## src/hw/rtl/nfc_response_frame_checker_core_defines.svh

```systemverilog
// assertion macros for the nfc response frame checker
// used by the top level only; expects clk and rst_n in scope
`ifndef NFC_RESPONSE_FRAME_CHECKER_CORE_DEFINES_SVH
`define NFC_RESPONSE_FRAME_CHECKER_CORE_DEFINES_SVH

// same-cycle implication, disabled in reset
`define NFCRFC_ASSERT_NOW(label, ante, cons, msg) \
  label: assert property (@(posedge clk) disable iff (!rst_n) (ante) |-> (cons)) \
    else $error(msg);

// next-cycle implication, disabled in reset
`define NFCRFC_ASSERT_NEXT(label, ante, cons, msg) \
  label: assert property (@(posedge clk) disable iff (!rst_n) (ante) |=> (cons)) \
    else $error(msg);

`endif

```

## src/hw/rtl/nfcrfc_pkg.sv

```systemverilog
// shared types and constants of the nfc response frame checker
// no dependencies
package nfcrfc_pkg;

  localparam int READ_BYTES = 64;
  localparam int POS_W      = $clog2(READ_BYTES) + 1;
  localparam int CMP_W      = 10;

  // register indexes
  localparam logic [1:0] CFG_EXPECTED_COMMAND = 2'd0;
  localparam logic [1:0] CFG_POLL_LIMIT       = 2'd1;
  localparam logic [1:0] CFG_REPLY_DIRECTION  = 2'd2;

  localparam logic [7:0]  RST_EXPECTED_COMMAND = 8'd0;
  localparam logic [15:0] RST_POLL_LIMIT       = 16'd100;
  localparam logic [7:0]  RST_REPLY_DIRECTION  = 8'd213;

  // result kinds and status codes
  localparam logic       KIND_DATA   = 1'b0;
  localparam logic       KIND_STATUS = 1'b1;
  localparam logic [1:0] ST_OK       = 2'd0;
  localparam logic [1:0] ST_INVALID  = 2'd1;
  localparam logic [1:0] ST_TIMEOUT  = 2'd2;

  // byte positions inside a read
  localparam int POS_PRE0  = 1;
  localparam int POS_PRE1  = 2;
  localparam int POS_PRE2  = 3;
  localparam int POS_LEN   = 4;
  localparam int POS_LCS   = 5;
  localparam int POS_DIR   = 6;
  localparam int POS_CMD   = 7;
  localparam int POS_DATA0 = 8;
  localparam int LEN_MIN   = 2;
  localparam int TAIL_OFS  = 6;

  localparam logic [7:0] PREAMBLE_ZERO = 8'h00;
  localparam logic [7:0] PREAMBLE_END  = 8'hFF;

  typedef enum logic [1:0] {
    PH_IDLE  = 2'b01,
    PH_PARSE = 2'b10
  } phase_t;

  typedef struct packed {
    logic [7:0] rx_byte;
    logic       first_of_read;
  } in_word_t;

  typedef struct packed {
    logic       kind;
    logic [7:0] data_byte;
    logic [5:0] data_index;
    logic [1:0] status_code;
    logic [7:0] frame_length;
  } out_word_t;

  typedef struct packed {
    logic [7:0]  expected_command;
    logic [15:0] poll_limit;
    logic [7:0]  reply_direction_byte;
  } cfg_t;

endpackage

```

## src/hw/rtl/nfcrfc_parse.sv

```systemverilog
// frame parser: parse state registers and the per-byte check logic
// depends on nfcrfc_pkg
module nfcrfc_parse import nfcrfc_pkg::*; (
  input  logic      clk,
  input  logic      rst_n,
  input  logic      step,
  input  in_word_t  word,
  input  cfg_t      cfg,
  output logic      res_valid,
  output out_word_t res
);

  phase_t            phase_r, phase_nxt;
  logic [POS_W-1:0]  pos_r, pos_nxt;
  logic [7:0]        sum_r, sum_nxt;
  logic [7:0]        len_r, len_nxt;
  logic [15:0]       poll_r, poll_nxt;
  logic [16:0]       poll_inc;
  logic [CMP_W-1:0]  last_pos;
  logic [CMP_W-1:0]  len_end;
  logic [7:0]        b;
  logic [7:0]        cmd_reply;
  logic [POS_W-1:0]  data_off;

  assign b         = word.rx_byte;
  assign poll_inc  = {1'b0, poll_r} + 17'd1;
  assign last_pos  = CMP_W'(len_r) + CMP_W'(TAIL_OFS);
  assign len_end   = CMP_W'(b) + CMP_W'(TAIL_OFS);
  assign cmd_reply = cfg.expected_command + 8'd1;
  assign data_off  = pos_r - POS_W'(POS_DATA0);

  always_comb begin
    phase_nxt = phase_r;
    pos_nxt   = pos_r;
    sum_nxt   = sum_r;
    len_nxt   = len_r;
    poll_nxt  = poll_r;
    res_valid = 1'b0;
    res       = '0;
    res.kind  = KIND_STATUS;

    if (word.first_of_read) begin
      phase_nxt = PH_IDLE;
      if (!b[0]) begin
        // not ready: one more poll
        if (poll_inc > {1'b0, cfg.poll_limit}) begin
          poll_nxt        = '0;
          res_valid       = 1'b1;
          res.status_code = ST_TIMEOUT;
        end else begin
          poll_nxt = poll_inc[15:0];
        end
      end else begin
        phase_nxt = PH_PARSE;
        pos_nxt   = POS_W'(1);
      end
    end else begin
      unique case (phase_r)
        PH_IDLE: begin
        end
        PH_PARSE: begin
          pos_nxt = pos_r + POS_W'(1);
          case (pos_r) inside
            POS_W'(POS_PRE0), POS_W'(POS_PRE1): begin
              res_valid = (b != PREAMBLE_ZERO);
            end
            POS_W'(POS_PRE2): begin
              res_valid = (b != PREAMBLE_END);
            end
            POS_W'(POS_LEN): begin
              len_nxt   = b;
              res_valid = (b < 8'(LEN_MIN)) || (len_end >= CMP_W'(READ_BYTES));
            end
            POS_W'(POS_LCS): begin
              res_valid = ((len_r + b) != 8'd0);
            end
            POS_W'(POS_DIR): begin
              res_valid = (b != cfg.reply_direction_byte);
              sum_nxt   = b;
            end
            POS_W'(POS_CMD): begin
              res_valid = (b != cmd_reply);
              sum_nxt   = sum_r + b;
            end
            default: begin
              if (CMP_W'(pos_r) < last_pos) begin
                // payload byte
                sum_nxt        = sum_r + b;
                res_valid      = 1'b1;
                res.kind       = KIND_DATA;
                res.data_byte  = b;
                res.data_index = data_off[5:0];
              end else begin
                // data checksum closes the frame
                res_valid = 1'b1;
                if ((sum_r + b) == 8'd0) begin
                  res.status_code  = ST_OK;
                  res.frame_length = len_r;
                end else begin
                  res.status_code = ST_INVALID;
                end
              end
            end
          endcase
          // any failed check ends the frame as invalid
          if (res_valid && res.kind == KIND_STATUS && pos_r < POS_W'(POS_DATA0)) begin
            res.status_code = ST_INVALID;
          end
          if (res_valid && res.kind == KIND_STATUS) begin
            phase_nxt = PH_IDLE;
            poll_nxt  = '0;
          end
        end
        default: begin
          phase_nxt = PH_IDLE;
        end
      endcase
    end
  end

  always_ff @(posedge clk) begin
    if (!rst_n) begin
      phase_r <= PH_IDLE;
      pos_r   <= '0;
      sum_r   <= '0;
      len_r   <= '0;
      poll_r  <= '0;
    end else if (step) begin
      phase_r <= phase_nxt;
      pos_r   <= pos_nxt;
      sum_r   <= sum_nxt;
      len_r   <= len_nxt;
      poll_r  <= poll_nxt;
    end
  end

endmodule

```

## src/hw/rtl/nfc_response_frame_checker_core.sv

```systemverilog
// top level of the nfc response frame checker: config registers, parser, result register
// depends on nfcrfc_pkg, nfcrfc_parse and nfc_response_frame_checker_core_defines.svh
//
// channel  | signals                         | direction
// ---------+---------------------------------+----------
// in       | in_valid, in_ready, in_data     | in
// out      | out_valid, out_ready, out_data  | out
// cfg      | cfg_we, cfg_index, cfg_wdata    | in
//
// one word a cycle while in_ready is high: each byte is checked in the cycle it is accepted,
// result lands in the output register at the next edge
// the output register alone sets the rate; in_ready drops only while a result waits
// and out_ready is low
// synchronous active-low reset clears parse state, poll count and config to defaults
`include "nfc_response_frame_checker_core_defines.svh"
module nfc_response_frame_checker_core import nfcrfc_pkg::*; (
  input  logic        clk,
  input  logic        rst_n,
  input  logic        in_valid,
  output logic        in_ready,
  input  in_word_t    in_data,
  output logic        out_valid,
  input  logic        out_ready,
  output out_word_t   out_data,
  input  logic        cfg_we,
  input  logic [1:0]  cfg_index,
  input  logic [15:0] cfg_wdata
);

  cfg_t      cfg_r;
  logic      step;
  logic      res_valid;
  out_word_t res;
  logic      out_valid_r;
  out_word_t out_data_r;

  // register writes; indexes past the list are dropped
  always_ff @(posedge clk) begin
    if (!rst_n) begin
      cfg_r.expected_command     <= RST_EXPECTED_COMMAND;
      cfg_r.poll_limit           <= RST_POLL_LIMIT;
      cfg_r.reply_direction_byte <= RST_REPLY_DIRECTION;
    end else if (cfg_we) begin
      unique case (cfg_index)
        CFG_EXPECTED_COMMAND: cfg_r.expected_command     <= cfg_wdata[7:0];
        CFG_POLL_LIMIT:       cfg_r.poll_limit           <= cfg_wdata;
        CFG_REPLY_DIRECTION:  cfg_r.reply_direction_byte <= cfg_wdata[7:0];
        default: begin
        end
      endcase
    end
  end

  // take a new word whenever the result register is free or being drained
  assign in_ready = !out_valid_r || out_ready;
  assign step     = in_valid && in_ready;

  nfcrfc_parse u_parse (
    .clk       (clk),
    .rst_n     (rst_n),
    .step      (step),
    .word      (in_data),
    .cfg       (cfg_r),
    .res_valid (res_valid),
    .res       (res)
  );

  // result register
  always_ff @(posedge clk) begin
    if (!rst_n) begin
      out_valid_r <= 1'b0;
    end else if (in_ready) begin
      out_valid_r <= step && res_valid;
    end
  end

  // payload, no reset needed
  always_ff @(posedge clk) begin
    if (in_ready) begin
      out_data_r <= res;
    end
  end

  assign out_valid = out_valid_r;
  assign out_data  = out_data_r;

  // checks
  `NFCRFC_ASSERT_NOW(a_ready_when_empty, !out_valid_r, in_ready, "input stalled with empty result register")
  `NFCRFC_ASSERT_NOW(a_data_clean, out_valid_r && out_data_r.kind == KIND_DATA, out_data_r.status_code == ST_OK && out_data_r.frame_length == 8'd0, "data word carries status fields")
  `NFCRFC_ASSERT_NOW(a_ok_length, out_valid_r && out_data_r.kind == KIND_STATUS && out_data_r.status_code == ST_OK, out_data_r.frame_length >= 8'(LEN_MIN), "ok status with short length")
  `NFCRFC_ASSERT_NOW(a_error_length, out_valid_r && out_data_r.kind == KIND_STATUS && out_data_r.status_code != ST_OK, out_data_r.frame_length == 8'd0, "error status carries a length")
  `NFCRFC_ASSERT_NEXT(a_no_result_no_valid, in_ready && !(step && res_valid), !out_valid_r, "result appeared without a cause")

endmodule

```

## config.mk

```make
export PLATFORM = sky130hd
export DESIGN_NAME = nfc_response_frame_checker_core
export DESIGN_NICKNAME = d
export VERILOG_FILES = /design/src/hw/rtl/nfcrfc_pkg.sv /design/src/hw/rtl/nfcrfc_parse.sv /design/src/hw/rtl/nfc_response_frame_checker_core.sv
export VERILOG_INCLUDE_DIRS = /design/src /design/src/hw/rtl
export SDC_FILE = /design/constraint.sdc
export NUM_CORES = 1
export LEC_CHECK = 0
export ABC_AREA = 1
export BUFFER_PORTS_ARGS = -buffer_cell sky130_fd_sc_hd__buf_4
export CAP_MARGIN = 20
export CORE_ASPECT_RATIO = 0.9
export CORE_MARGIN = 3
export CORE_UTILIZATION = 45
export DETAILED_ROUTE_END_ITERATION = 10
export HOLD_SLACK_MARGIN = 0.1
export SLEW_MARGIN = 20
export SYNTH_ARGS = -nofsm -noshare
export SYNTH_HDL_FRONTEND = slang
export SYNTH_SLANG_ARGS = --single-unit
```

## constraint.sdc

```tcl
create_clock -name clk -period 9.2 [get_ports clk]
set_clock_uncertainty 0.15 [all_clocks]
set_input_delay 1.38 -clock clk [delete_from_list [all_inputs] [get_ports clk]]
set_output_delay 1.38 -clock clk [all_outputs]
set_load 0.005 [all_outputs]
```

; ---- Yosys cells after proc, flatten, opt, wreduce, memory -nomap -nowiden
; Index checks and enable logic that the tools add are counted.
[word_totals]
ff_bits = 99
input_bits = 32
output_inout_bits = 27
elab_cells = 119
[classes]
n_addsub = 8
order_cmp = 5
n_eq_ne = 18
mux = 44
bitwise_logic = 6
n_reduce_logical = 24
[ops]
columns = op, count
row1 = two-way mux 25 bit, 8
row2 = two-way mux 16 bit, 5
row3 = two-way mux 8 bit, 4
row4 = equality test 7 x 3 -> 1 bit (second input constant), 4
row5 = two-way mux 7 bit, 3
row6 = two-way mux 10 bit, 2
row7 = adder 8 x 3 -> 9 bit (second input constant), 2
row8 = adder 16 x 1 -> 17 bit (second input constant), 1
row9 = > comparator 17 x 16 -> 1 bit, 1
row10 = adder 8 bit, 2
row11 = inequality test 8 bit, 2
row12 = nonzero test 8 bit, 2
row13 = two-way mux 15 bit, 1
row14 = equality test 7 x 2 -> 1 bit (second input constant), 2
row15 = two-way mux 2 bit, 7
row16 = two-way mux 1 bit, 13
row17 = >= comparator 10 x 7 -> 1 bit (second input constant), 1
row18 = < comparator 7 x 9 -> 1 bit, 1
row19 = adder 8 x 1 -> 8 bit (second input constant), 1
row20 = logical NOT 8 bit, 1
row21 = < comparator 8 x 2 -> 1 bit (second input constant), 1
row22 = inequality test 8 bit (second input constant), 1
row23 = AND reduction 8 bit, 1
row24 = adder 7 x 1 -> 7 bit (second input constant), 1
row25 = other kinds (21), 38

; ---- Logic depth before layout (Yosys ltp)
[depth]
word_depth = 17
depth_mapped = 22
mapped_depth_nobuf = 22

; ---- By module
; Synthesis repeated with hierarchy kept, for this count alone.
[unflattened]
hier_cells = 906
hier_area_um2 = 6570.1
[by_module_without_submodules]
columns = module, n_inst, cells_each, area_each_um2, seq_area_each_um2
row1 = nfcrfc_parse, 1, 680, 4445.5, 820.8
row2 = nfc_response_frame_checker_core, 1, 226, 2124.5, 1411.4

; ---- Worst setup path after synthesis
; Ideal clock, no wire load.
[synth_path]
path_type = input -> register
start = input port out_ready
end = register u_parse.poll_r[15]
setup_ns = 0.115
arrival_ns = 3.307
t_required_ns = 8.935
slack_ns = 5.628
stages = 10
n_path_buf = 1
path_cell_list = inv_1 -> nand2_1 -> nand2_1 -> a21oi_1 -> inv_1 -> a21oi_1 -> clkbuf_1 -> nand3_1 -> nand2_1 -> nor2_1
[synth_between]
elab_chain_cells = 3
[synth_rtl]
columns = item, line
row1 = start: declaration, nfc_response_frame_checker_core.sv:23  ; input logic out_ready,
row2 = logical OR 1 bit, nfc_response_frame_checker_core.sv:55  ; assign in_ready = !out_valid_r || out_ready;
row3 = net in_ready, nfc_response_frame_checker_core.sv:20  ; output logic in_ready,
row4 = logical AND 1 bit, nfc_response_frame_checker_core.sv:56  ; assign step = in_valid && in_ready;
row5 = AND reduction 4 bit (no line), --
row6 = end signal: assignment, nfcrfc_parse.sv:133  ; poll_r <= poll_nxt;
row7 = end: declaration, nfcrfc_parse.sv:17  ; logic [15:0] poll_r, poll_nxt;
; The timed path passes the listed nets, and every way through them passes these cells.
; A chain may end at the register's enable or synchronous reset.

; ---- Worst setup path in the final report
[layout_path]
start = input port out_ready
end = output port in_ready
[layout_between]
elab_chain_cells = 1
[layout_rtl]
columns = item, line
row1 = logical OR 1 bit, nfc_response_frame_checker_core.sv:55
row2 = end: declaration, nfc_response_frame_checker_core.sv:20
; Every way passes these cells.

==> qor.csv <==
stage,metric,value,unit
die,Rows,40,
worst_setup_path,CP max FO,28,
timing,min Tclk post-route,3.57,ns
worst_setup_path,Setup crit end kind,output pin,
routing,drc violations,0,
routing,DRT antenna net count,0,
place,IO Port Bufs,58,
clocking,postcts setup bufs,0,
worst_setup_path,CP Launch Type,primary input,
worst_setup_path,CP top delay family,buffers and inverters,
timing,period utilisation layout,38.8,%
routing,drt wl/cell,14.3,µm
clocking,depth of the CTS H-tree,3,
worst_setup_path,crit path to,in_ready,
power,P_int,729,µW
routing,first-pass iteration count of the detailed router,7,
worst_hold_path,worst hold start,cfg_r[17]$_SDFFE_PN0P_,
finish,# fillers,1285,
worst_setup_path,WS Path Type,primary input to output pin,
worst_setup_path,beginning of the critical path,out_ready,
worst_setup_path,cell type of the slowest stage on the worst timing path,buf_4,
logic_synthesis,largest cells by area after synthesis,"dfxtp_1 23%, edfxtp_1 12%, nand2_1 11%",
worst_setup_path,worst endpoint required time,7.67,ns
power,P_sw,267,µW
timing,RSZ-0062 raised after global routing,no,
die,Initial Util,46.7,%
power,total chip power,997,µW
power,Sw Share,26.8,%
power,Logic pwr share,14.4,%
clocking,CTS Hold Buffers Added,0,
routing,via count,5788,
logic_synthesis,Synth Instances,885,
clocking,Post-CTS Resized,0,
logic_synthesis,Yosys top cell area share,23.5,%
finish,final net count,1010,
clocking,Clock transition at path regs,0.06,ns
power,VDD IR max,0.110,mV
worst_setup_path,worst path bufs/invs,4,
logic_synthesis,Async SR Flop Fraction,0,%
logic_synthesis,Avg Inst Size Synth,7.13,µm²
clocking,CTS root buffer,clkbuf_16,
logic_synthesis,Netlist cell types,43,
global_routing,GRT met1 Usage,27.5,%
timing,final setup fails,0,
logic_synthesis,Syn. warnings,0,
logic_synthesis,Post-synth top flop,dfxtp_1,
timing,max-slew violations,0,
finish,layout cells sized above 1,12.1,%
global_routing,GR Util met3,3.98,%
power,Lkg Pwr,3.31,nW
worst_hold_path,Hold WC Path Type,flop to flop,
logic_synthesis,most common cell in the netlist,nand2_1,
die,Die X,131,µm
global_routing,largest net degree at the start of global routing,68,
logic_synthesis,Yosys reg bits,99,
global_routing,vias in the first global route,5482,
global_routing,Overflow after GRT,0,
worst_setup_path,Crit Reg-Reg Startpoint,u_parse.poll_r[0]$_SDFFE_PN0P_,
logic_synthesis,largest area contributor in the netlist,dfxtp_1,
timing,Setup TNS Final,0,ns
worst_setup_path,Reg-to-Reg End,u_parse.poll_r[8]$_SDFFE_PN0P_,
worst_setup_path,cells along the critical path,buf_4 -> inv_1 -> nand2_1 -> buf_4 -> buf_4,
power,clock share of power,38.2,%
clocking,total CTS buffers,9,
finish,Area Overhead vs Synth,13.3,%
worst_setup_path,r2r setup slk,5.77,ns
die,die area,15500,µm²
global_routing,All-Layer GR Usage,21.2,%
logic_synthesis,Post-synth top cells,"179 x nand2_1, 120 x nor2_1, 116 x inv_1, 74 x dfxtp_1, 62 x a21oi_1",
routing,initial DRC count,286,
finish,post-route insts no fill,1103,
timing,fmax,280,MHz
place,routability cong.,0.842,
logic_synthesis,Post-Synthesis Cell Area,6310,µm²
timing,Slew headroom,41.4,%
timing,Min Hold Slack,0.316,ns
worst_setup_path,worst-case reg-to-reg path depth,18,
place,post-placement cell count,1087,
worst_setup_path,CP most frequent cell,buf_4,
die,Die H,118,µm
worst_setup_path,"slowest stage delay, CP",0.32,ns
global_routing,initial antenna violation count,0,
clocking,CTS tree,built,
global_routing,GRT busiest layer,met2,
flow_run,Max-cap violations,0,
routing,vias per cell,5.25,
power,part of the power in registers,47.3,%
logic_synthesis,register area share after synthesis,35.4,%
finish,Antenna Cells,0,
worst_setup_path,CP Depth,5,
logic_synthesis,Post-synth EDFFs,25,
clocking,worst-skew pair later-pin latency,0.36,ns
global_routing,first-pass GRT wire length,26.4,mm
timing,Worst Tran Pin Value,0.872,ns
timing,"Hold Vio Cnt, Final",0,
place,final HPWL from detailed placement,12.0,mm
global_routing,M2 GR Usage,35.6,%
logic_synthesis,syn nets,965,
clocking,clk sinks,99,
die,# IOs,59,
worst_setup_path,"Arr. time, crit path",2.04,ns
power,Pwr Density,139,nW/µm²
routing,drt total wl,15.8,mm
status,status,completed,
clocking,clk buf depth,2,
die,core area,13500,µm²
[logic make-up (layout without fill, tap and decap cells)]
group,Yosys count,in the layout,share of synthesized area (%)
fa+ha+maj,48,48,9.76
flops,99,99,35.4
simple gates,415,415,29.3
compound gates,142,142,12.1
xor+xnor,28,28,3.89
buf+inv,153,203,9.52
[worst register-to-register path, delay by kind of cell (launching register included)]
| kind | cells | cell delay (ns) |
|---|---|---|
| adders and majority gates | 2 | 0.56 |
| buffers and inverters | 2 | 0.19 |
| DFF | 1 | 0.42 |
| and+or+nand+nor | 14 | 2.04 |
[metal layers]
metal | share of wire, % | vias up
li1 | - | 2976
met5 | 0 | -
met2 | 48 | 164
met4 | 1.3 | 0
met1 | 45 | 2630
met3 | 5.3 | 18
[worst min-delay path by stage]
stage                        endpoint  slack [ns]  cells after the start
2_1_floorplan  cfg_r[11]$_SDFFE_PN0P_        0.29                      2
3_3_place_gp    cfg_r[5]$_SDFFE_PN0P_        0.31                      2
3_5_place_dp   cfg_r[17]$_SDFFE_PN0P_        0.31                      2
4_1_cts        cfg_r[17]$_SDFFE_PN0P_        0.32                      2
5_1_grt        cfg_r[17]$_SDFFE_PN0P_        0.35                      2
6_report       cfg_r[17]$_SDFFE_PN0P_        0.32                      2
[sequential cells by signal, summed over array words and instances (netlist names)]
register / flops
out_valid: 1
out_data: 25
u_parse.len_r: 8
u_parse.pos_r: 7
u_parse.phase_r: 2
u_parse.sum_r: 8
u_parse.poll_r: 16
cfg_r: 32
[stage by stage]
step,cell area [µm²],utilization (%),worst slack (ns)
2_1_floorplan,6310,-,5.63
5_1_grt,7150,52.9,5.40
3_3_place_gp,6840,50.6,5.38
6_report,7150,52.9,5.63
3_5_place_dp,6840,50.6,5.29
4_1_cts,7140,52.9,5.61
[layout by cell type, fill, tap and decap left out, types with 19 or more instances in the layout]
master / count
dfxtp_1: 74
nand3_1: 50
o21ai_0: 57
xor2_1: 19
ha_1: 46
a21oi_1: 61
buf_4: 59
edfxtp_1: 25
nand2_1: 179
inv_1: 116
nor2_1: 120
[final cells by class]
type	count	area, µm²	area share, %
clock buffer	13	282	3.94
clock inverter	3	18.8	0.263
inverter	128	480	6.72
multi-input combinational	633	3480	48.7
sequential	99	2230	31.2
tap	168	210	2.94
timing repair buffer	59	443	6.20
[power groups by stage]
stage          sequential, mW  clock [mW]  combinational (mW)
2_1_floorplan           0.479           0              0.0985
3_3_place_gp            0.481           0               0.139
3_5_place_dp            0.482           0               0.142
4_1_cts                 0.472       0.391               0.143
5_1_grt                 0.474       0.406               0.164
6_report                0.472       0.381               0.144
Power figures use the tool's default switching activity.
